## config.mk

```make
export PLATFORM = sky130hd
export DESIGN_NAME = bus_hold_owner_set
export DESIGN_NICKNAME = d
export VERILOG_FILES = /design/src/hw/rtl/bhos_pkg.sv /design/src/hw/rtl/bhos_in_reg.sv /design/src/hw/rtl/bhos_core.sv /design/src/hw/rtl/bhos_out_reg.sv /design/src/hw/rtl/bus_hold_owner_set.sv
export VERILOG_INCLUDE_DIRS = /design/src /design/src/hw/rtl
export SDC_FILE = /design/constraint.sdc
export NUM_CORES = 1
export LEC_CHECK = 0
export ABC_AREA = 1
export ABC_CLOCK_PERIOD_IN_PS = 5500
export BUFFER_PORTS_ARGS = -buffer_cell sky130_fd_sc_hd__buf_2
export CORE_ASPECT_RATIO = 1.25
export CORE_MARGIN = 5
export CORE_UTILIZATION = 54
export DETAILED_ROUTE_END_ITERATION = 10
export PLACE_DENSITY = 0.84
export SYNTH_ARGS = -nofsm -noshare
export SYNTH_HDL_FRONTEND = slang
export SYNTH_SLANG_ARGS = --single-unit
```

## constraint.sdc

```tcl
create_clock -name clk -period 5.5 [get_ports clk]
set_input_delay 0.55 -clock clk [delete_from_list [all_inputs] [get_ports clk]]
set_output_delay 0.55 -clock clk [all_outputs]
set_load 0.005 [all_outputs]
```

## src/hw/rtl/bus_hold_owner_set_assert.svh

```systemverilog
// Assertion macros shared by the RTL.
`ifndef BUS_HOLD_OWNER_SET_ASSERT_SVH
`define BUS_HOLD_OWNER_SET_ASSERT_SVH

`ifndef ASSERT_OFF

`define BHOS_ASSERT(label, clk, rst_n, expr) \
    label: assert property (@(posedge clk) disable iff (!rst_n) (expr)) \
        else $error("bhos assertion failed");

`define BHOS_ASSERT_NEXT(label, clk, rst_n, ante, cons) \
    label: assert property (@(posedge clk) disable iff (!rst_n) (ante) |=> (cons)) \
        else $error("bhos assertion failed");

`else

`define BHOS_ASSERT(label, clk, rst_n, expr)

`define BHOS_ASSERT_NEXT(label, clk, rst_n, ante, cons)

`endif

`endif

```

## src/hw/rtl/bhos_pkg.sv

```systemverilog
`default_nettype none

package bhos_pkg;

    localparam int FUNC_W     = 2;
    localparam int OWNER_W    = 8;
    localparam int COUNT_W    = 4;
    localparam int TOTAL_W    = 32;

    typedef enum logic [FUNC_W-1:0] {
        FUNC_RELEASE = 2'd0,
        FUNC_HOLD    = 2'd1,
        FUNC_ACK     = 2'd2
    } func_t;

    typedef struct packed {
        logic [FUNC_W-1:0]  func;
        logic [OWNER_W-1:0] owner_id;
    } in_word_t;

    typedef struct packed {
        logic               changed;
        logic               rejected;
        logic               held;
        logic               acked;
        logic [COUNT_W-1:0] holder_count;
        logic [TOTAL_W-1:0] hold_total;
        logic [TOTAL_W-1:0] release_total;
        logic [TOTAL_W-1:0] overflow_total;
    } out_word_t;

    typedef struct packed {
        logic     valid;
        in_word_t word;
    } stage_t;

endpackage

`default_nettype wire

```

## src/hw/rtl/bhos_in_reg.sv

```systemverilog
`default_nettype none

module bhos_in_reg
(
    input  wire logic               clk,
    input  wire logic               rst_n,
    input  wire logic               req_valid,
    output logic                    req_stall,
    input  wire bhos_pkg::in_word_t req_word,
    input  wire logic               out_ready,
    output logic                    advance,
    output bhos_pkg::stage_t        stage
);

    logic               valid_reg;
    logic               valid_next;
    bhos_pkg::in_word_t word_reg;
    logic               accept;

    assign advance   = valid_reg && out_ready;
    assign req_stall = valid_reg && !out_ready;
    assign accept    = req_valid && !req_stall;

    always_comb
    begin
        valid_next = valid_reg;
        if (accept)
        begin
            valid_next = 1'b1;
        end
        else if (advance)
        begin
            valid_next = 1'b0;
        end
    end

    always_ff @(posedge clk or negedge rst_n)
    begin
        if (!rst_n)
        begin
            valid_reg <= 1'b0;
        end
        else
        begin
            valid_reg <= valid_next;
        end
    end

    always_ff @(posedge clk)
    begin
        if (accept)
        begin
            word_reg <= req_word;
        end
    end

    assign stage.valid = valid_reg;
    assign stage.word  = word_reg;

endmodule

`default_nettype wire

```

## src/hw/rtl/bhos_core.sv

```systemverilog
`default_nettype none

`include "bus_hold_owner_set_assert.svh"

module bhos_core
#(
    parameter int MAX_HOLDERS = 8,
    parameter int OWNER_BITS  = 8
)
(
    input  wire logic             clk,
    input  wire logic             rst_n,
    input  wire bhos_pkg::stage_t stage,
    input  wire logic             advance,
    output bhos_pkg::out_word_t   result
);

    localparam int CW = $clog2(MAX_HOLDERS + 1);

    logic [OWNER_BITS-1:0]               slot_reg   [MAX_HOLDERS];
    logic [OWNER_BITS-1:0]               slot_next  [MAX_HOLDERS];
    logic [CW-1:0]                       count_reg;
    logic [CW-1:0]                       count_next;
    logic [bhos_pkg::TOTAL_W-1:0]        hold_reg;
    logic [bhos_pkg::TOTAL_W-1:0]        hold_next;
    logic [bhos_pkg::TOTAL_W-1:0]        release_reg;
    logic [bhos_pkg::TOTAL_W-1:0]        release_next;
    logic [bhos_pkg::TOTAL_W-1:0]        overflow_reg;
    logic [bhos_pkg::TOTAL_W-1:0]        overflow_next;
    logic                                ack_reg;
    logic                                ack_next;

    logic [OWNER_BITS-1:0]  owner;
    logic [MAX_HOLDERS-1:0] match;
    logic [MAX_HOLDERS-1:0] at_or_above;
    logic                   present;
    logic                   full;
    logic                   null_owner;
    logic                   is_hold;
    logic                   is_release;
    logic                   is_ack;
    logic                   do_add;
    logic                   do_overflow;
    logic                   do_release;

    assign owner      = OWNER_BITS'(stage.word.owner_id);
    assign null_owner = (owner == '0);
    assign is_hold    = (stage.word.func == bhos_pkg::FUNC_HOLD);
    assign is_release = (stage.word.func == bhos_pkg::FUNC_RELEASE);
    assign is_ack     = (stage.word.func == bhos_pkg::FUNC_ACK);
    assign full       = (count_reg == CW'(MAX_HOLDERS));

    // Unused slots hold zero, so for a non-null owner only live entries can
    // match; owners are unique so at most one bit is set.
    always_comb
    begin
        for (int i = 0; i < MAX_HOLDERS; i++)
        begin
            match[i] = (slot_reg[i] == owner);
        end
    end

    always_comb
    begin
        at_or_above[0] = match[0];
        for (int i = 1; i < MAX_HOLDERS; i++)
        begin
            at_or_above[i] = at_or_above[i-1] | match[i];
        end
    end

    assign present     = |match;
    assign do_add      = is_hold && !null_owner && !present && !full;
    assign do_overflow = is_hold && !null_owner && !present && full;
    assign do_release  = is_release && !null_owner && present;

    for (genvar g = 0; g < MAX_HOLDERS; g++)
    begin : g_slot
        logic [OWNER_BITS-1:0] upper;
        if (g < MAX_HOLDERS - 1)
        begin : g_shift
            assign upper = slot_reg[g+1];
        end
        else
        begin : g_last
            assign upper = '0;
        end

        always_comb
        begin
            slot_next[g] = slot_reg[g];
            if (do_release && at_or_above[g])
            begin
                slot_next[g] = upper;
            end
            else if (do_add && (count_reg == CW'(g)))
            begin
                slot_next[g] = owner;
            end
        end
    end

    always_comb
    begin
        count_next    = count_reg;
        hold_next     = hold_reg;
        release_next  = release_reg;
        overflow_next = overflow_reg;
        ack_next      = ack_reg;
        if (do_add)
        begin
            count_next = count_reg + CW'(1);
            hold_next  = hold_reg + 32'd1;
        end
        if (do_overflow)
        begin
            overflow_next = overflow_reg + 32'd1;
        end
        if (do_release)
        begin
            count_next   = count_reg - CW'(1);
            release_next = release_reg + 32'd1;
        end
        if (is_ack)
        begin
            ack_next = 1'b1;
        end
        else if (do_release && (count_reg == CW'(1)))
        begin
            ack_next = 1'b0;
        end
    end

    always_comb
    begin
        result.changed        = (count_reg != '0) != (count_next != '0);
        result.rejected       = ((is_hold || is_release) && null_owner) || do_overflow;
        result.held           = (count_next != '0);
        result.acked          = ack_next;
        result.holder_count   = bhos_pkg::COUNT_W'(count_next);
        result.hold_total     = hold_next;
        result.release_total  = release_next;
        result.overflow_total = overflow_next;
    end

    always_ff @(posedge clk or negedge rst_n)
    begin
        if (!rst_n)
        begin
            for (int i = 0; i < MAX_HOLDERS; i++)
            begin
                slot_reg[i] <= '0;
            end
            count_reg    <= '0;
            hold_reg     <= '0;
            release_reg  <= '0;
            overflow_reg <= '0;
            ack_reg      <= 1'b0;
        end
        else if (advance)
        begin
            for (int i = 0; i < MAX_HOLDERS; i++)
            begin
                slot_reg[i] <= slot_next[i];
            end
            count_reg    <= count_next;
            hold_reg     <= hold_next;
            release_reg  <= release_next;
            overflow_reg <= overflow_next;
            ack_reg      <= ack_next;
        end
    end

    `BHOS_ASSERT(a_count_bound, clk, rst_n, count_reg <= CW'(MAX_HOLDERS))
    `BHOS_ASSERT(a_match_unique, clk, rst_n, !stage.valid || null_owner || $onehot0(match))
    `BHOS_ASSERT_NEXT(a_last_release_clears_ack, clk, rst_n, advance && do_release && (count_reg == CW'(1)), !ack_reg && (count_reg == '0))
    `BHOS_ASSERT_NEXT(a_add_grows, clk, rst_n, advance && do_add, count_reg == $past(count_reg) + CW'(1))

endmodule

`default_nettype wire

```

## src/hw/rtl/bhos_out_reg.sv

```systemverilog
`default_nettype none

`include "bus_hold_owner_set_assert.svh"

module bhos_out_reg
(
    input  wire logic                clk,
    input  wire logic                rst_n,
    input  wire logic                load,
    input  wire bhos_pkg::out_word_t result,
    output logic                     out_ready,
    output logic                     rsp_valid,
    input  wire logic                rsp_stall,
    output bhos_pkg::out_word_t      rsp_word
);

    logic                valid_reg;
    logic                valid_next;
    bhos_pkg::out_word_t word_reg;

    assign out_ready = !valid_reg || !rsp_stall;

    always_comb
    begin
        valid_next = valid_reg;
        if (load)
        begin
            valid_next = 1'b1;
        end
        else if (!rsp_stall)
        begin
            valid_next = 1'b0;
        end
    end

    always_ff @(posedge clk or negedge rst_n)
    begin
        if (!rst_n)
        begin
            valid_reg <= 1'b0;
        end
        else
        begin
            valid_reg <= valid_next;
        end
    end

    always_ff @(posedge clk)
    begin
        if (load)
        begin
            word_reg <= result;
        end
    end

    assign rsp_valid = valid_reg;
    assign rsp_word  = word_reg;

    `BHOS_ASSERT(a_load_only_when_free, clk, rst_n, !load || out_ready)
    `BHOS_ASSERT_NEXT(a_drain_empties, clk, rst_n, valid_reg && !rsp_stall && !load, !valid_reg)

endmodule

`default_nettype wire

```

## src/hw/rtl/bus_hold_owner_set.sv

```systemverilog
// Bus hold owner set.
// Request channel: req_valid / req_stall / req_word carry one word with an
// operation (release, hold, poller acknowledge) and an owner identifier.
// Response channel: rsp_valid / rsp_stall / rsp_word carry one word per
// request with the changed and rejected flags, held and acked status, the
// holder count and the three wrapping 32-bit totals.
// A word is taken at a rising edge with valid high and stall low.
// A request taken sits in the input register; when it advances it is applied
// to the owner set and its response is loaded into the response register.
// Throughput: one request per cycle while rsp_stall is low; the set lookup,
// compaction and counter updates are one pass of logic between the input and
// response registers. When rsp_stall holds, the response register keeps its
// word, the request in the input register waits, and req_stall rises until
// the response is taken. Reset (rst_n low, asynchronous) empties the set,
// clears the acknowledge flag, zeroes all totals and drops both valid flags;
// no clearing pass is needed, so requests are taken right after reset.
`default_nettype none

module bus_hold_owner_set
#(
    parameter int MAX_HOLDERS = 8,
    parameter int OWNER_BITS  = 8
)
(
    input  wire logic                clk,
    input  wire logic                rst_n,
    input  wire logic                req_valid,
    output logic                     req_stall,
    input  wire bhos_pkg::in_word_t  req_word,
    output logic                     rsp_valid,
    input  wire logic                rsp_stall,
    output bhos_pkg::out_word_t      rsp_word
);

    bhos_pkg::stage_t    stage;
    bhos_pkg::out_word_t result;
    logic                out_ready;
    logic                advance;

    bhos_in_reg u_in_reg
    (
        .clk       (clk),
        .rst_n     (rst_n),
        .req_valid (req_valid),
        .req_stall (req_stall),
        .req_word  (req_word),
        .out_ready (out_ready),
        .advance   (advance),
        .stage     (stage)
    );

    bhos_core
    #(
        .MAX_HOLDERS (MAX_HOLDERS),
        .OWNER_BITS  (OWNER_BITS)
    )
    u_core
    (
        .clk     (clk),
        .rst_n   (rst_n),
        .stage   (stage),
        .advance (advance),
        .result  (result)
    );

    bhos_out_reg u_out_reg
    (
        .clk       (clk),
        .rst_n     (rst_n),
        .load      (advance),
        .result    (result),
        .out_ready (out_ready),
        .rsp_valid (rsp_valid),
        .rsp_stall (rsp_stall),
        .rsp_word  (rsp_word)
    );

endmodule

`default_nettype wire
```

==> results of run 1 <==
## synthesized netlist by cell type (2+ instances only)
cell type	instances	area, um^2
a21oi_2	2	17.5
a21oi_4	2	32.5
nand4_1	34	213
nand2_4	4	45.0
edfxtp_1	114	3420
nand3_1	30	150
nor4_1	26	163
a21oi_1	28	140
nand3b_1	2	15.0
nor4b_1	2	17.5
inv_2	8	30.0
nor2_4	2	22.5
o21ai_0	177	886
ha_1	7	87.6
nand3_2	2	20.0
o21ai_2	3	26.3
nor2_2	2	12.5
inv_1	190	713
nand2_2	2	12.5
buf_1	4	15.0
buf_4	15	113
o211ai_1	8	60.1
dfrtp_1	167	4180
nand2_1	653	2450
xor2_1	88	771
clkbuf_1	28	105
and2_1	2	12.5
nor2_1	176	661
nor3_1	37	185
xnor2_1	20	175
buf_2	20	100
a31oi_1	13	81.3
o21ai_1	8	40.0
nor3b_1	2	15.0
## worst reg2reg max path, cell delays in order (launching register included)
cell	delay, ns
edfxtp_1	0.83
inv_2	0.27
nand2_1	0.14
nand2_1	0.05
nand2_1	0.06
nor2_1	0.04
nand2_1	0.13
nand2_1	0.09
nor2_2	0.20
nand3_2	0.18
nor2_2	0.85
nand2_1	0.26
nor2_1	0.28
nand2_1	0.09
nand2_1	0.08
nand2_1	0.06
## area by class of cell
| cell class | instances | area [um^2] | area share [%] |
|---|---|---|---|
| clock inverter | 19 | 225 | 1.34 |
| inverter | 198 | 751 | 4.48 |
| timing repair buffer | 127 | 662 | 3.95 |
| tap | 350 | 438 | 2.61 |
| multi-input combinational | 1335 | 6350 | 37.9 |
| sequential | 281 | 7600 | 45.3 |
| clock buffer | 32 | 737 | 4.40 |
## cells by family (layout without fill, tap and decap cells)
| group | Yosys count | count (layout) | synth area share [%] |
|---|---|---|---|
| AND/OR/NAND/NOR | 977 | 977 | 26.6 |
| flip-flops | 281 | 281 | 50.6 |
| buffers and inverters | 266 | 376 | 7.23 |
| AO/OA/AOI/OAI | 243 | 243 | 8.71 |
| XOR/XNOR | 108 | 108 | 6.29 |
| adder cells (fa/ha/maj) | 7 | 7 | 0.583 |
## per-layer routing
layer	vias up	wire, um
li1	6221	-
met1	5967	15600
met2	459	18200
met3	93	2470
met4	0	984
met5	-	0
## cell usage in the layout (no fill, tap or decap), drive strengths merged
master and n:
o21a 1, clkinvlp 4, clkbuf 32, nand3b 2
o21ai 188, o211ai 8, buf 127, and2 2
xor2 88, inv 198, nor2 180, bufinv 5
nor4 26, nand2 659, nor4b 2, xnor2 20
edfxtp 114, nand3 32, clkinv 10, a21boi 1
ha 7, a21oi 32, dfrtp 167, a31oi 13
or2 1, nor3 37, nor3b 2, nand4 34
## metrics by stage
step	instances	cell area [um^2]	hold WS, ns
2_1_floorplan	1882	15000	0.254
3_3_place_gp	2291	15800	0.458
3_5_place_dp	2291	15800	0.476
4_1_cts	2342	16800	0.0239
5_1_grt	2342	16800	0.0546
6_report	2342	16800	-0.00142
## power by group
| part | switching [mW] | internal (mW) | leakage (nW) |
|---|---|---|---|
| Sequential | 0.517 | 2.93 | 3.11 |
| Clock | 0.818 | 1.19 | 0.462 |
| Combinational | 1.32 | 0.706 | 3.97 |
## path summary, 6_finish.rpt
kind	startpoint	to	slack, ns	cells past startpoint
worst max-delay path	u_in_reg.stage[5]	u_out_reg.rsp_word[14]	1.64	15
worst min-delay path	rst_n	u_core.release_reg[8]	-0.001	1
worst max register to register	u_in_reg.stage[5]	u_out_reg.rsp_word[14]	1.64	15
worst min register to register	u_in_reg.valid_reg	u_out_reg.rsp_valid	0.48	2
max in group asynchronous	rst_n	u_core.g_slot[2].upper[0]	4.20	2
min in group clk	req_word[5]	u_in_reg.stage[5]	0.17	1
==> reports/results.ini, run 1 <==
[logic_synthesis]
synth_edf_count = 114
synth_area_um2 = 15000
syn_avg_cell_area_um2 = 7.99
synth_seq_cells = 281
syn_nets = 1903
async_flop_share_pct = 59.4
ys_seq_area_share_pct = 50.6
synth_flop_cell = dfrtp_1
synth_cell_types = 38
yosys_warnings = 0
synthCells = 1882

[placement]
hpwl_mm = 26.6
gp_congestion = 0.991
pre_cts_slack_ns = 1.68
port_buffers = 119

[clock_tree]
clkTransAtPathRegs_ns = 0.07
clock_sinks = 281
post-cts-setup-buffers = 0
htree_levels = 1
clk_latency_ns = 0.56
cts_buffers = 28
cts_buffer_depth = 3
cts_resized = 0
cts_root_buf = clkbuf_16
cts_hold_buf = 0
cts_tree = yes

[finish]
layout.nets = 1992
area_growth_pct = 11.5
fill_cells = 2371
final_layout_size_suffix_gt1_share_pct = 10.1
insertedDiodeCount = 0
final_util_pct = 60.8
largest_reg_flops = 104

[worst_setup_path]
cpMaxStageDelayCell = nor2_2
crit_top_cell = nand2_1
critPathLaunchType = flip-flop
crit_fanout = 26
crit_path_end_kind = flip-flop
path_cells = inv_2, nand2_1, nand2_1, nand2_1, nor2_1, nand2_1, nand2_1, nor2_2, nand3_2, nor2_2, nand2_1, nor2_1, nand2_1, nand2_1, nand2_1
crit_family = simple AND/OR/NAND/NOR gates
cp_slowest_stage_delay_ns = 0.85
crit_buf_inv = 1
crit_arrival_ns = 4.17
critical_path_class = flip-flop to flip-flop
required_ns = 5.80

[routing]
drc_errors = 0
finalWirelength_mm = 37.3
routed-via-count = 12700
postRouteAntennaNets = 0
drt-initial-drc-count = 836
wl_per_cell_um = 15.9
via_per_inst = 5.44
dr.pass1.iters = 6

[grt]
grt_pass1_vias = 12200
met1_usage_pct = 30.5
antenna_found_initial = 0
track_usage_pct = 23.1
overflow = 0
grt_pass1_wl_mm = 61.1
grt.busiest_layer = met2
grt_use_met3_pct = 3.60
grt_use_met2_pct = 40.0
grt_max_degree = 168

[floorplan]
die_h_um = 197
start_util_pct = 54.5
coreArea_um2 = 27600
die_area_um2 = 31300
die_w_um = 159
io_pins = 120
rows = 68

[sta]
setup_viol_count_final = 0
drv_slew = 0
fin_ws_ns = 1.64
finalClockSkew_ns = 0.0181
relSlewSlack_pct = 26.9
fmax_ghz = 0.259
setup_tns_ns = 0
timing.final.crit_share_pct = 70.2
whs_ns = -0.00142
hold_viol = 1
period_needed_ns = 3.86
tightest_slew_ns = 1.10
rsz0062_at_grt = no

[power_and_ir_drop]
power_mw = 7.48
p_leak_nw = 7.55
vdd_drop_max_mv = 0.228
p_per_area_nw_per_um2 = 446

[run_status]
violations = hold timing
status = complete, but fails checks

[min_path]
holdCritPathClass = primary input to asynchronous set/reset pin

[run]
maxCapViolCount = 0

(Power assumes the default switching activity.)
==> run 2: changes to the inputs <==
ABC_CLOCK_PERIOD_IN_PS = 3100   (was 5500)
PLACE_DENSITY = 0.87   (was 0.84)
clock period = 3.1 ns   (was 5.5 ns; I/O delays follow)
==> run 2 against run 1 <==
The flow now finishes without violations. Via count up 2.2%. Routed wire length grew 2.8%. Non-clock buffer count is 49 higher. Critical path type unchanged. Largest cell class unchanged.
==> reports/results.ini, run 2 (synthesized netlist as in run 1, its figures left out) <==
[placement]
port_buffers = 119
hpwl_mm = 27.1
gp_congestion = 0.996

[sta]
drv_slew = 0
tightest_slew_ns = 0.598
period_needed_ns = 2.93
setup_viol_count_final = 0
fmax_ghz = 0.341
relSlewSlack_pct = 59.8
hold_viol = 0
finalClockSkew_ns = 0.0106
rsz0062_at_grt = yes
timing.final.crit_share_pct = 94.5

[finish]
area_growth_pct = 14.6
final_layout_size_suffix_gt1_share_pct = 11.9
insertedDiodeCount = 0
final_util_pct = 62.5
fill_cells = 2255
layout.nets = 2041
final_common_cell = nand2_1
multi_input_area_um2 = 6360
final-seq-area_um2 = 7600
largest_reg_flops = 104
final_cell_mix = nand2_1, inv_1, o21ai_0

[routing]
finalWirelength_mm = 38.3
dr.pass1.iters = 6
via_per_inst = 5.44
postRouteAntennaNets = 0
routed-via-count = 13000
drc_errors = 0
wl_per_cell_um = 16.0
drt-initial-drc-count = 1055

[grt]
grt_pass1_vias = 12400
antenna_found_initial = 0
grt_use_met2_pct = 41.9
overflow = 0
grt_use_met3_pct = 3.87
met1_usage_pct = 29.6
grt.busiest_layer = met2
grt_max_degree = 100
track_usage_pct = 23.8
grt_pass1_wl_mm = 62.0

[power_and_ir_drop]
p_leak_nw = 7.80
power_mw = 13.3
p_per_area_nw_per_um2 = 771
vdd_drop_max_mv = 0.518

[min_path]
holdCritPathClass = primary input to asynchronous set/reset pin

[worst_setup_path]
crit_arrival_ns = 3.41
required_ns = 3.58
regToRegEndpoint = u_core.g_slot[0].upper[3]
rr_worst_depth = 13
crit_fanout = 16
r2r_start = u_in_reg.stage[3]
critPathLaunchType = flip-flop
crit_path_end_kind = flip-flop
critical_path_class = flip-flop to flip-flop
rrSetupSlack_ns = 0.17

[floorplan]
rows = 68
die_area_um2 = 31300
die_w_um = 159
coreArea_um2 = 27600
io_pins = 120
start_util_pct = 54.5
die_h_um = 197

[clock_tree]
cts_tree = yes
cts_root_buf = clkbuf_16
clk_latency_ns = 0.56
cts_buffers = 28
clkTransAtPathRegs_ns = 0.07
cts_buffer_depth = 3
htree_levels = 1
clock_sinks = 281

[run]
maxCapViolCount = 0

[run_status]
status = finished clean

[run 2: through the flow]
stage	cells	area [um^2]	TNS, ns	setup WS (ns)	hold WS (ns)
2_1_floorplan	1882	15000	0	0.0180	0.0144
3_3_place_gp	2315	16000	0	0.278	0.268
3_5_place_dp	2315	16000	0	0.229	0.272
4_1_cts	2379	17100	0	0.188	0.00415
5_1_grt	2392	17200	-0.0965	-0.0494	0.303
6_report	2392	17200	0	0.171	0.267
[run 2: where the power goes]
part           total [mW]  switching (mW)  internal (mW)
Sequential           6.07           0.873           5.20
Clock                3.45            1.45           2.00
Combinational        3.76            2.43           1.33
[run 2: layout make-up]
type,instances,area share (%)
clock buffers,34,4.44
inverters,198,4.36
clock inverters,18,0.988
well taps,350,2.54
flip-flops and latches,281,44.1
repair buffers,176,6.63
multi-input cells,1335,36.9
[run 2: critical path: stages, from the launching register on]
cell and delay, ns:
edfxtp_1 0.54, inv_2 0.24, nand2_1 0.11, nand4_1 0.14, nor2_1 0.05, nand2_1 0.07
nand2_2 0.11, nor2_4 0.21, nand3_2 0.18, nor2_4 0.36, nand3_1 0.18, a21oi_4 0.43
nand2_1 0.12, o21ai_0 0.10
[run 2: how the worst max path moves through the flow]
stage | from | endpoint | slack, ns
after floorplan | u_out_reg.rsp_valid | u_out_reg.rsp_word[0] | 0.02
after global placement | u_in_reg.stage[3] | u_core.g_slot[0].upper[7] | 0.28
after detailed placement | u_in_reg.stage[6] | u_out_reg.rsp_word[14] | 0.23
after CTS | u_in_reg.stage[3] | u_core.g_slot[4].upper[7] | 0.19
after global routing | u_in_reg.stage[7] | u_core.g_slot[6].upper[2] | -0.05
final | u_in_reg.stage[3] | u_core.g_slot[0].upper[3] | 0.17
[run 2: layer usage]
metal / wire (um) / vias up
li1: - / 6309
met1: 15000 / 5995
met2: 19000 / 605
met3: 2870 / 110
met4: 1440 / 0
met5: 0 / -
[run 2: what timing repair did]
item                                   in CTS  in global routing
setup buffers                               0                 12
endpoints found under the hold margin      50                  1
setup endpoints to repair                   0                 49
hold buffers                               12                  1
gates resized for setup                     0                  5
